## src/rtl/kgsr_pkg.sv

```systemverilog
// kgsr_pkg: shared types and constants for the k-group stream reverser.
// Used by the top level, kgsr_front and kgsr_back; depends on nothing.
`timescale 1ns / 1ps

package kgsr_pkg;

    localparam int DATA_WIDTH     = 32;
    localparam int MAX_GROUP_DEF  = 16;
    localparam int MAX_GROUP_CAP  = 64;
    localparam int GS_W           = 5;
    localparam int CNT_W          = $clog2(MAX_GROUP_CAP + 1);
    localparam int APB_AW         = 3;
    localparam int APB_DW         = 32;

    localparam logic [GS_W-1:0]   GS_RESET        = GS_W'(2);
    localparam logic [APB_AW-1:0] ADDR_GROUP_SIZE = APB_AW'(0);

    typedef struct packed {
        logic signed [DATA_WIDTH-1:0] value;
        logic                         end_of_sequence;
    } t_in_item;

    typedef struct packed {
        logic signed [DATA_WIDTH-1:0] value_out;
        logic                         last_of_burst;
        logic                         end_of_sequence_out;
    } t_out_item;

    // One finished group handed from the front to the back.
    typedef struct packed {
        logic             bank;
        logic [CNT_W-1:0] count;
        logic             reverse;
        logic             eos;
    } t_burst;

    // Back tells the front that a bank has been fully read.
    typedef struct packed {
        logic valid;
        logic bank;
    } t_release;

endpackage

```

## src/rtl/k_group_stream_reverser_top.sv

```systemverilog
// k_group_stream_reverser_top: top level with the group size register.
// Instantiates kgsr_front, kgsr_fifo, kgsr_ram and kgsr_back; uses kgsr_pkg.
`timescale 1ns / 1ps

// Values are written into one of two group banks as they arrive; a finished
// group (group size reached, or end flag) is handed to the read-out side,
// which plays it back reversed, or in order for a short tail at the end of a
// sequence. Input is taken at one request per cycle while a bank is free, and
// results leave at one per cycle while pop is held. A bank is freed only as
// its last value is read, and the input stalls while both banks still wait
// to be read out. A value reaches the output through the request queue, the
// read-out state, the RAM read and the result buffer. Group size is register
// 0 at byte address 0, reset value 2.

module k_group_stream_reverser_top #(
    parameter int MAX_GROUP = kgsr_pkg::MAX_GROUP_DEF
) (
    input  logic                        i_clk,
    input  logic                        i_rst_n,
    input  logic                        push,
    input  kgsr_pkg::t_in_item          i_data,
    output logic                        full,
    input  logic                        pop,
    output kgsr_pkg::t_out_item         o_data,
    output logic                        empty,
    input  logic                        psel,
    input  logic                        penable,
    input  logic                        pwrite,
    input  logic [kgsr_pkg::APB_AW-1:0] paddr,
    input  logic [kgsr_pkg::APB_DW-1:0] pwdata,
    output logic [kgsr_pkg::APB_DW-1:0] prdata,
    output logic                        pready
);

    import kgsr_pkg::*;

    localparam int IW = (MAX_GROUP > 1) ? $clog2(MAX_GROUP) : 1;

    logic [GS_W-1:0]       r_group_size;
    logic                  we;
    logic [IW:0]           waddr;
    logic [DATA_WIDTH-1:0] wdata;
    logic                  re;
    logic [IW:0]           raddr;
    logic [DATA_WIDTH-1:0] rdata;
    logic                  desc_push;
    t_burst                desc_in;
    logic [$bits(t_burst)-1:0] desc_bits;
    t_burst                desc_out;
    logic                  q_full;
    logic                  q_empty;
    logic                  q_pop;
    t_release              release_info;

    assign pready = 1'b1;
    assign prdata = (paddr == ADDR_GROUP_SIZE) ? APB_DW'(r_group_size) : '0;

    always_ff @(posedge i_clk) begin
        if (!i_rst_n) begin
            r_group_size <= GS_RESET;
        end else if (psel && penable && pwrite && pready
                     && (paddr == ADDR_GROUP_SIZE)) begin
            r_group_size <= pwdata[GS_W-1:0];
        end
    end

    kgsr_front #(.MAX_GROUP(MAX_GROUP), .IW(IW)) u_front (
        .i_clk        (i_clk),
        .i_rst_n      (i_rst_n),
        .i_push       (push),
        .i_data       (i_data),
        .o_full       (full),
        .i_group_size (r_group_size),
        .o_we         (we),
        .o_waddr      (waddr),
        .o_wdata      (wdata),
        .o_desc_push  (desc_push),
        .o_desc       (desc_in),
        .i_q_full     (q_full),
        .i_release    (release_info)
    );

    kgsr_fifo #(.WIDTH($bits(t_burst)), .DEPTH(2)) u_queue (
        .i_clk   (i_clk),
        .i_rst_n (i_rst_n),
        .i_push  (desc_push),
        .i_wdata (desc_in),
        .o_full  (q_full),
        .i_pop   (q_pop),
        .o_rdata (desc_bits),
        .o_empty (q_empty)
    );

    assign desc_out = t_burst'(desc_bits);

    kgsr_ram #(.WIDTH(DATA_WIDTH), .DEPTH(2 ** (IW + 1)), .AW(IW + 1)) u_ram (
        .i_clk   (i_clk),
        .i_we    (we),
        .i_waddr (waddr),
        .i_wdata (wdata),
        .i_re    (re),
        .i_raddr (raddr),
        .o_rdata (rdata)
    );

    kgsr_back #(.MAX_GROUP(MAX_GROUP), .IW(IW)) u_back (
        .i_clk     (i_clk),
        .i_rst_n   (i_rst_n),
        .i_desc    (desc_out),
        .i_q_empty (q_empty),
        .o_q_pop   (q_pop),
        .o_re      (re),
        .o_raddr   (raddr),
        .i_rdata   (rdata),
        .o_release (release_info),
        .o_data    (o_data),
        .o_empty   (empty),
        .i_pop     (pop)
    );

endmodule

```

## src/rtl/kgsr_ram.sv

```systemverilog
// kgsr_ram: generic simple dual-port RAM, one write and one registered read port.
// No dependencies.
`timescale 1ns / 1ps

module kgsr_ram #(
    parameter int WIDTH = 32,
    parameter int DEPTH = 32,
    parameter int AW    = (DEPTH > 1) ? $clog2(DEPTH) : 1
) (
    input  logic             i_clk,
    input  logic             i_we,
    input  logic [AW-1:0]    i_waddr,
    input  logic [WIDTH-1:0] i_wdata,
    input  logic             i_re,
    input  logic [AW-1:0]    i_raddr,
    output logic [WIDTH-1:0] o_rdata
);

    logic [WIDTH-1:0] r_mem [DEPTH];
    logic [WIDTH-1:0] r_rdata;

    always_ff @(posedge i_clk) begin
        if (i_we) begin
            r_mem[i_waddr] <= i_wdata;
        end
        if (i_re) begin
            r_rdata <= r_mem[i_raddr];
        end
    end

    assign o_rdata = r_rdata;

endmodule

```

## src/rtl/kgsr_fifo.sv

```systemverilog
// kgsr_fifo: small register FIFO carrying burst requests from front to back.
// No dependencies; DEPTH must be a power of two.
`timescale 1ns / 1ps

module kgsr_fifo #(
    parameter int WIDTH = 8,
    parameter int DEPTH = 2
) (
    input  logic             i_clk,
    input  logic             i_rst_n,
    input  logic             i_push,
    input  logic [WIDTH-1:0] i_wdata,
    output logic             o_full,
    input  logic             i_pop,
    output logic [WIDTH-1:0] o_rdata,
    output logic             o_empty
);

    localparam int PW = (DEPTH > 1) ? $clog2(DEPTH) : 1;

    logic [WIDTH-1:0] r_mem [DEPTH];
    logic [PW-1:0]    r_wp;
    logic [PW-1:0]    r_rp;
    logic [PW:0]      r_cnt;
    logic             wr;
    logic             rd;

    assign o_full  = (r_cnt == (PW + 1)'(DEPTH));
    assign o_empty = (r_cnt == '0);
    assign wr      = i_push && !o_full;
    assign rd      = i_pop && !o_empty;
    assign o_rdata = r_mem[r_rp];

    always_ff @(posedge i_clk) begin
        if (!i_rst_n) begin
            r_wp  <= '0;
            r_rp  <= '0;
            r_cnt <= '0;
        end else begin
            if (wr) begin
                r_mem[r_wp] <= i_wdata;
                r_wp        <= r_wp + 1'b1;
            end
            if (rd) begin
                r_rp <= r_rp + 1'b1;
            end
            case ({wr, rd})
                2'b10:   r_cnt <= r_cnt + 1'b1;
                2'b01:   r_cnt <= r_cnt - 1'b1;
                default: r_cnt <= r_cnt;
            endcase
        end
    end

endmodule

```

## src/rtl/kgsr_front.sv

```systemverilog
// kgsr_front: accepts input requests, fills the ping-pong group buffer and
// issues one burst request per finished group. Depends on kgsr_pkg.
`timescale 1ns / 1ps

module kgsr_front #(
    parameter int MAX_GROUP = kgsr_pkg::MAX_GROUP_DEF,
    parameter int IW        = (MAX_GROUP > 1) ? $clog2(MAX_GROUP) : 1
) (
    input  logic                            i_clk,
    input  logic                            i_rst_n,
    input  logic                            i_push,
    input  kgsr_pkg::t_in_item              i_data,
    output logic                            o_full,
    input  logic [kgsr_pkg::GS_W-1:0]       i_group_size,
    output logic                            o_we,
    output logic [IW:0]                     o_waddr,
    output logic [kgsr_pkg::DATA_WIDTH-1:0] o_wdata,
    output logic                            o_desc_push,
    output kgsr_pkg::t_burst                o_desc,
    input  logic                            i_q_full,
    input  kgsr_pkg::t_release              i_release
);

    import kgsr_pkg::*;

    localparam int FW = $clog2(MAX_GROUP + 1);

    logic          r_wbank;
    logic [1:0]    r_busy;
    logic [1:0]    n_busy;
    logic [FW-1:0] r_fill;
    logic [FW-1:0] k_eff;
    logic [FW-1:0] n;
    logic          accept;
    logic          reach;
    logic          done;

    always_comb begin
        if (i_group_size == '0) begin
            k_eff = FW'(1);
        end else if (int'(i_group_size) > MAX_GROUP) begin
            k_eff = FW'(MAX_GROUP);
        end else begin
            k_eff = FW'(i_group_size);
        end
    end

    assign o_full  = r_busy[r_wbank] || i_q_full;
    assign accept  = i_push && !o_full;
    assign n       = r_fill + 1'b1;
    assign reach   = (n >= k_eff);
    assign done    = reach || i_data.end_of_sequence;

    assign o_we    = accept;
    assign o_waddr = {r_wbank, IW'(r_fill)};
    assign o_wdata = i_data.value;

    assign o_desc_push    = accept && done;
    assign o_desc.bank    = r_wbank;
    assign o_desc.count   = CNT_W'(n);
    assign o_desc.reverse = reach;
    assign o_desc.eos     = i_data.end_of_sequence;

    always_comb begin
        n_busy = r_busy;
        if (i_release.valid) begin
            n_busy[i_release.bank] = 1'b0;
        end
        if (accept && done) begin
            n_busy[r_wbank] = 1'b1;
        end
    end

    always_ff @(posedge i_clk) begin
        if (!i_rst_n) begin
            r_wbank <= 1'b0;
            r_busy  <= '0;
            r_fill  <= '0;
        end else begin
            r_busy <= n_busy;
            if (accept) begin
                if (done) begin
                    r_fill  <= '0;
                    r_wbank <= ~r_wbank;
                end else begin
                    r_fill <= n;
                end
            end
        end
    end

`ifndef ASSERT_OFF
    a_fill_below_max: assert property (@(posedge i_clk) disable iff (!i_rst_n)
        int'(r_fill) < MAX_GROUP)
        else $error("group fill count reached buffer depth");

    a_bank_held: assert property (@(posedge i_clk) disable iff (!i_rst_n)
        o_desc_push |=> r_busy[$past(r_wbank)] && (r_wbank != $past(r_wbank)))
        else $error("finished bank not handed to back");
`endif

endmodule

```

## src/rtl/kgsr_back.sv

```systemverilog
// kgsr_back: reads finished groups out of the group buffer in forward or
// reverse order and queues the results. Depends on kgsr_pkg.
`timescale 1ns / 1ps

module kgsr_back #(
    parameter int MAX_GROUP = kgsr_pkg::MAX_GROUP_DEF,
    parameter int IW        = (MAX_GROUP > 1) ? $clog2(MAX_GROUP) : 1
) (
    input  logic                            i_clk,
    input  logic                            i_rst_n,
    input  kgsr_pkg::t_burst                i_desc,
    input  logic                            i_q_empty,
    output logic                            o_q_pop,
    output logic                            o_re,
    output logic [IW:0]                     o_raddr,
    input  logic [kgsr_pkg::DATA_WIDTH-1:0] i_rdata,
    output kgsr_pkg::t_release              o_release,
    output kgsr_pkg::t_out_item             o_data,
    output logic                            o_empty,
    input  logic                            i_pop
);

    import kgsr_pkg::*;

    localparam int FW = $clog2(MAX_GROUP + 1);

    logic          r_act;
    logic          r_bank;
    logic          r_rev;
    logic          r_eos;
    logic [FW-1:0] r_n;
    logic [FW-1:0] r_i;
    logic          r_pend;
    logic          r_pend_last;
    logic          r_pend_eos;
    t_out_item     r_obuf [2];
    logic          r_orp;
    logic          r_owp;
    logic [1:0]    r_ocnt;

    logic          pop_fire;
    logic [1:0]    used;
    logic          issue;
    logic          issue_last;
    logic          load;
    logic [FW-1:0] idx;

    assign pop_fire   = i_pop && (r_ocnt != 2'd0);
    assign used       = r_ocnt + {1'b0, r_pend};
    assign issue      = r_act && (pop_fire ? (used < 2'd3) : (used < 2'd2));
    assign issue_last = issue && (r_i == r_n - 1'b1);
    assign load       = !i_q_empty && (!r_act || issue_last);
    assign idx        = r_rev ? (r_n - r_i - 1'b1) : r_i;

    assign o_q_pop         = load;
    assign o_re            = issue;
    assign o_raddr         = {r_bank, IW'(idx)};
    assign o_release.valid = issue_last;
    assign o_release.bank  = r_bank;
    assign o_empty         = (r_ocnt == 2'd0);
    assign o_data          = r_obuf[r_orp];

    always_ff @(posedge i_clk) begin
        if (!i_rst_n) begin
            r_act  <= 1'b0;
            r_pend <= 1'b0;
            r_orp  <= 1'b0;
            r_owp  <= 1'b0;
            r_ocnt <= '0;
        end else begin
            if (load) begin
                r_act  <= 1'b1;
                r_bank <= i_desc.bank;
                r_n    <= FW'(i_desc.count);
                r_i    <= '0;
                r_rev  <= i_desc.reverse;
                r_eos  <= i_desc.eos;
            end else if (issue_last) begin
                r_act <= 1'b0;
            end else if (issue) begin
                r_i <= r_i + 1'b1;
            end
            r_pend      <= issue;
            r_pend_last <= issue_last;
            r_pend_eos  <= issue_last && r_eos;
            if (r_pend) begin
                r_obuf[r_owp] <= '{value_out: i_rdata, last_of_burst: r_pend_last,
                                   end_of_sequence_out: r_pend_eos};
                r_owp         <= ~r_owp;
            end
            if (pop_fire) begin
                r_orp <= ~r_orp;
            end
            case ({r_pend, pop_fire})
                2'b10:   r_ocnt <= r_ocnt + 1'b1;
                2'b01:   r_ocnt <= r_ocnt - 1'b1;
                default: r_ocnt <= r_ocnt;
            endcase
        end
    end

`ifndef ASSERT_OFF
    a_no_overflow: assert property (@(posedge i_clk) disable iff (!i_rst_n)
        r_pend && !pop_fire |-> r_ocnt != 2'd2)
        else $error("result buffer overflow");

    a_bank_alternates: assert property (@(posedge i_clk) disable iff (!i_rst_n)
        o_release.valid |=> !r_act || (r_bank != $past(r_bank)))
        else $error("back reloaded the bank it just released");
`endif

endmodule
```

## config.mk

```make
export PLATFORM = sky130hd
export DESIGN_NAME = k_group_stream_reverser_top
export DESIGN_NICKNAME = d
export VERILOG_FILES = /design/src/rtl/kgsr_pkg.sv /design/src/rtl/k_group_stream_reverser_top.sv /design/src/rtl/kgsr_ram.sv /design/src/rtl/kgsr_fifo.sv /design/src/rtl/kgsr_front.sv /design/src/rtl/kgsr_back.sv
export SDC_FILE = /design/constraint.sdc
export NUM_CORES = 1
export LEC_CHECK = 0
export ABC_AREA = 1
export BUFFER_PORTS_ARGS = -buffer_cell sky130_fd_sc_hd__buf_2
export CAP_MARGIN = 20
export CORE_MARGIN = 10
export CORE_UTILIZATION = 30
export DETAILED_ROUTE_END_ITERATION = 8
export PLACE_DENSITY = 0.47
export SLEW_MARGIN = 40
export SYNTH_ARGS = -nofsm -noshare
export SYNTH_HDL_FRONTEND = slang
export SYNTH_SLANG_ARGS = --single-unit
```

## constraint.sdc

```tcl
create_clock -name i_clk -period 5.6 [get_ports i_clk]
set_input_delay 1.68 -clock i_clk [delete_from_list [all_inputs] [get_ports i_clk]]
set_output_delay 1.68 -clock i_clk [all_outputs]
set_load 0.02 [all_outputs]
```

==> impl_metrics.json <==
{
  "drt_iter0_markers": 2290,
  "p_sw_share_pct": 38.4,
  "cp_slowest_stage_delay_ps": 870,
  "maxCapViolations": 0,
  "first_pass_iters": 6,
  "crit_chain": "buf_4 > mux2_2 > buf_2",
  "grt_first_pass_wirelength_mm": 208,
  "critPathTopFamily": "flip-flops",
  "ys_seq_elements": 1179,
  "core-area_sq_um": 168000,
  "fmax_mhz": 234,
  "synth_top_area_share_pct": 68.3,
  "ys_warn_count": 0,
  "final_area_sq_um": 58300,
  "cts_setup_buffers": 0,
  "rows": 150,
  "period_share_pct": 76.2,
  "drive_above_1_share_pct": 8.90,
  "tritoncts": "done",
  "worstPathArrival_ps": 2590,
  "yosysTopAreaCell": "edfxtp_1",
  "powerDensity_nw_per_um2": 509,
  "fin_crit_ps": 4270,
  "rsz0062_at_grt": "no",
  "hold_viol": 0,
  "cts.sinks": 1179,
  "clk_latency_ps": 770,
  "die_height_microns": 432,
  "holdWs_ps": 443,
  "fin_cells": 7173,
  "p_seq_share_pct": 36.1,
  "finClkSkew_ps": 25.1,
  "root_buffer": "clkbuf_16",
  "nFillCells": 16700,
  "syn2layout_area_growth_pct": 14.7,
  "numPlacedInstances": 6935,
  "status": "completed",
  "synthCells": 4778,
  "initial_core_util_pct": 30.3,
  "slowest_stage": "dfxtp_2",
  "antenna_found_initial": 7,
  "tightestPinTransition_ps": 846,
  "clkTransAtPathRegs_ps": 60,
  "grt_start_max_net_pins": 95,
  "path_class": "reg -> out",
  "cts_hold_buf": 0,
  "synth_edf_count": 1155,
  "fin_nets": 4959,
  "viasPerCell": 4.47,
  "relSlewSlack_pct": 43.5,
  "grtUsageTotal_pct": 15.0,
  "critPathLaunchType": "register",
  "gp_congestion": 0.743,
  "worstPathBufferInverterCount": 2,
  "drc": 0,
  "drtAntennaViolNets": 0,
  "gr-total-overflow": 0,
  "yosys.cell_types.count": 33,
  "synth_area_leaders": "edfxtp_1 (68%), nand2_1 (11%), nand3_1 (7.2%), inv_1 (6.3%), buf_2 (1.6%)",
  "drt-total-wl_mm": 142,
  "hold_path.class": "reg -> reg",
  "placed_cell_area_sq_um": 54100,
  "io_pins": 144,
  "setup_viol": 0,
  "cts_buffer_depth": 3,
  "totalNegativeSetupSlack_ps": 0,
  "slew_violations": 0,
  "die_w_microns": 432,
  "async_flop_share_pct": 0,
  "synth.most_common_cell": "nand2_1",
  "cts_buffers": 132,
  "die_area_sq_um": 186000,
  "p_comb_share_pct": 35.7,
  "ys.flop_type": "edfxtp_1",
  "internal_power_w": 0.0183,
  "seq_area_frac_synth_pct": 69.2,
  "synthesis.area_sq_um": 50800,
  "clkPwrFrac_pct": 28.3,
  "p_sw_w": 0.0114,
  "ys_top_cells_by_count": "nand2_1 (1541), edfxtp_1 (1155), inv_1 (849)",
  "h-tree-depth": 4,
  "crit_path_end_kind": "output port",
  "peakVddDrop_mv": 0.630,
  "power_leakage_nw": 23.9,
  "hpwl_mm": 75.0,
  "wire_per_inst_microns": 19.8,
  "worstPathRequired_ps": 3920,
  "vias": 32000,
  "synth.avg_cell_area_sq_um": 10.6,
  "grt_pass1_vias": 30600,
  "worstPathMaxFanout": 23,
  "post_cts_resized": 0,
  "port_buffers": 88
}
-- worst paths after layout --
check / startpoint / slack (ps) / to / cells past startpoint
worst max-delay path: register / 1330 / o_data[5] / 3
worst min-delay path: u_ram.o_rdata[29] / 440 / u_back.r_obuf[0][31] / 0
worst max register to register: u_back.r_i[0] / 1890 / u_ram.o_rdata[21] / 13
worst min register to register: u_ram.o_rdata[29] / 440 / u_back.r_obuf[0][31] / 0
-- area by class of cell --
| class | instances | area [sq um] | area share, % |
|---|---|---|---|
| Clock buffer | 175 | 3610 | 6.20 |
| Multi-Input combinational cell | 2516 | 11400 | 19.6 |
| Antenna cell | 1 | 2.50 | 0.00429 |
| Timing Repair Buffer | 185 | 1590 | 2.73 |
| Clock inverter | 61 | 520 | 0.893 |
| Tap cell | 2204 | 2760 | 4.73 |
| Inverter | 852 | 3210 | 5.51 |
| Sequential cell | 1179 | 35200 | 60.3 |
-- logic make-up after synthesis --
| kind of cell | share of synthesized area (%) |
|---|---|
| AND/OR/NAND/NOR | 19.1 |
| flip-flops | 69.2 |
| buffers and inverters | 9.14 |
| AO/OA/AOI/OAI | 0.970 |
| multiplexers | 0.950 |
| adder cells (fa/ha/maj) | 0.458 |
| XOR/XNOR | 0.121 |
| other | 0.0148 |
-- layout by cell type, fill, tap and decap left out, types with 2 or more instances in the layout --
cell / count
nand2_1: 1538
edfxtp_1: 1155
inv_1: 847
nand3_1: 728
clkbuf_16: 139
buf_2: 88
buf_4: 64
mux2_2: 42
clkbuf_1: 36
o211ai_1: 34
clkinv_1: 33
nor2_1: 31
nor2_4: 29
conb_1: 28
buf_12: 28
dfxtp_1: 23
a21oi_1: 21
o21ai_0: 17
ha_1: 17
clkinv_2: 11
bufinv_16: 7
xor2_1: 6
nand4_1: 5
inv_6: 5
nor3_2: 5
clkinv_8: 4
buf_16: 3
inv_2: 2
nand2_8: 2
o21ai_4: 2
clkinvlp_4: 2
buf_8: 2
-- power by group through the flow --
stage	registers (W)	clock network (W)	logic (W)
floorplan	0.0107	0	0.00715
global placement	0.0109	0	0.0107
detailed placement	0.0109	0	0.0108
CTS	0.0107	0.00860	0.0108
global route	0.0107	0.00893	0.0119
finish	0.0107	0.00838	0.0106
-- worst register-to-register path, delay by kind of cell (launching register included) --
kind                       cells  cell delay [ps]
DFF                            1              440
buffers and inverters          3             1130
and+or+nand+nor                7             1080
xor gates and xnor gates       1              130
adders and majority gates      2              610
-- sequential cells by signal, summed over array words and instances, names as in the netlist, 2 cells and up, named ones only --
| register | cells |
|---|---|
| u_queue.r_cnt | 2 |
| u_ram.r_mem | 1024 |
| u_back.r_n | 5 |
| u_front.r_fill | 5 |
| u_back.r_obuf | 68 |
| u_front.r_busy | 2 |
| u_back.r_ocnt | 2 |
| u_ram.o_rdata | 32 |
| r_group_size | 5 |
| u_queue.r_mem | 16 |
| u_back.r_i | 5 |
-- metrics by stage --
step | utilization [%] | total power, W | setup slack (ps)
2_1_floorplan | - | 0.0179 | 663
6_report | 34.7 | 0.0296 | 1330
5_1_grt | 34.7 | 0.0316 | 1220
3_5_place_dp | 32.3 | 0.0216 | 1370
3_3_place_gp | 32.2 | 0.0216 | 1380
4_1_cts | 34.7 | 0.0301 | 1200
-- layer usage --
metal,vias up,global-route usage [%],wire [microns]
met3,196,2.46,6960
li1,15600,-,-
met5,-,0,45
met1,15500,19.4,62000
met4,6,5.05,4260
met2,693,25.4,69000
Power figures use the tool's default switching activity.
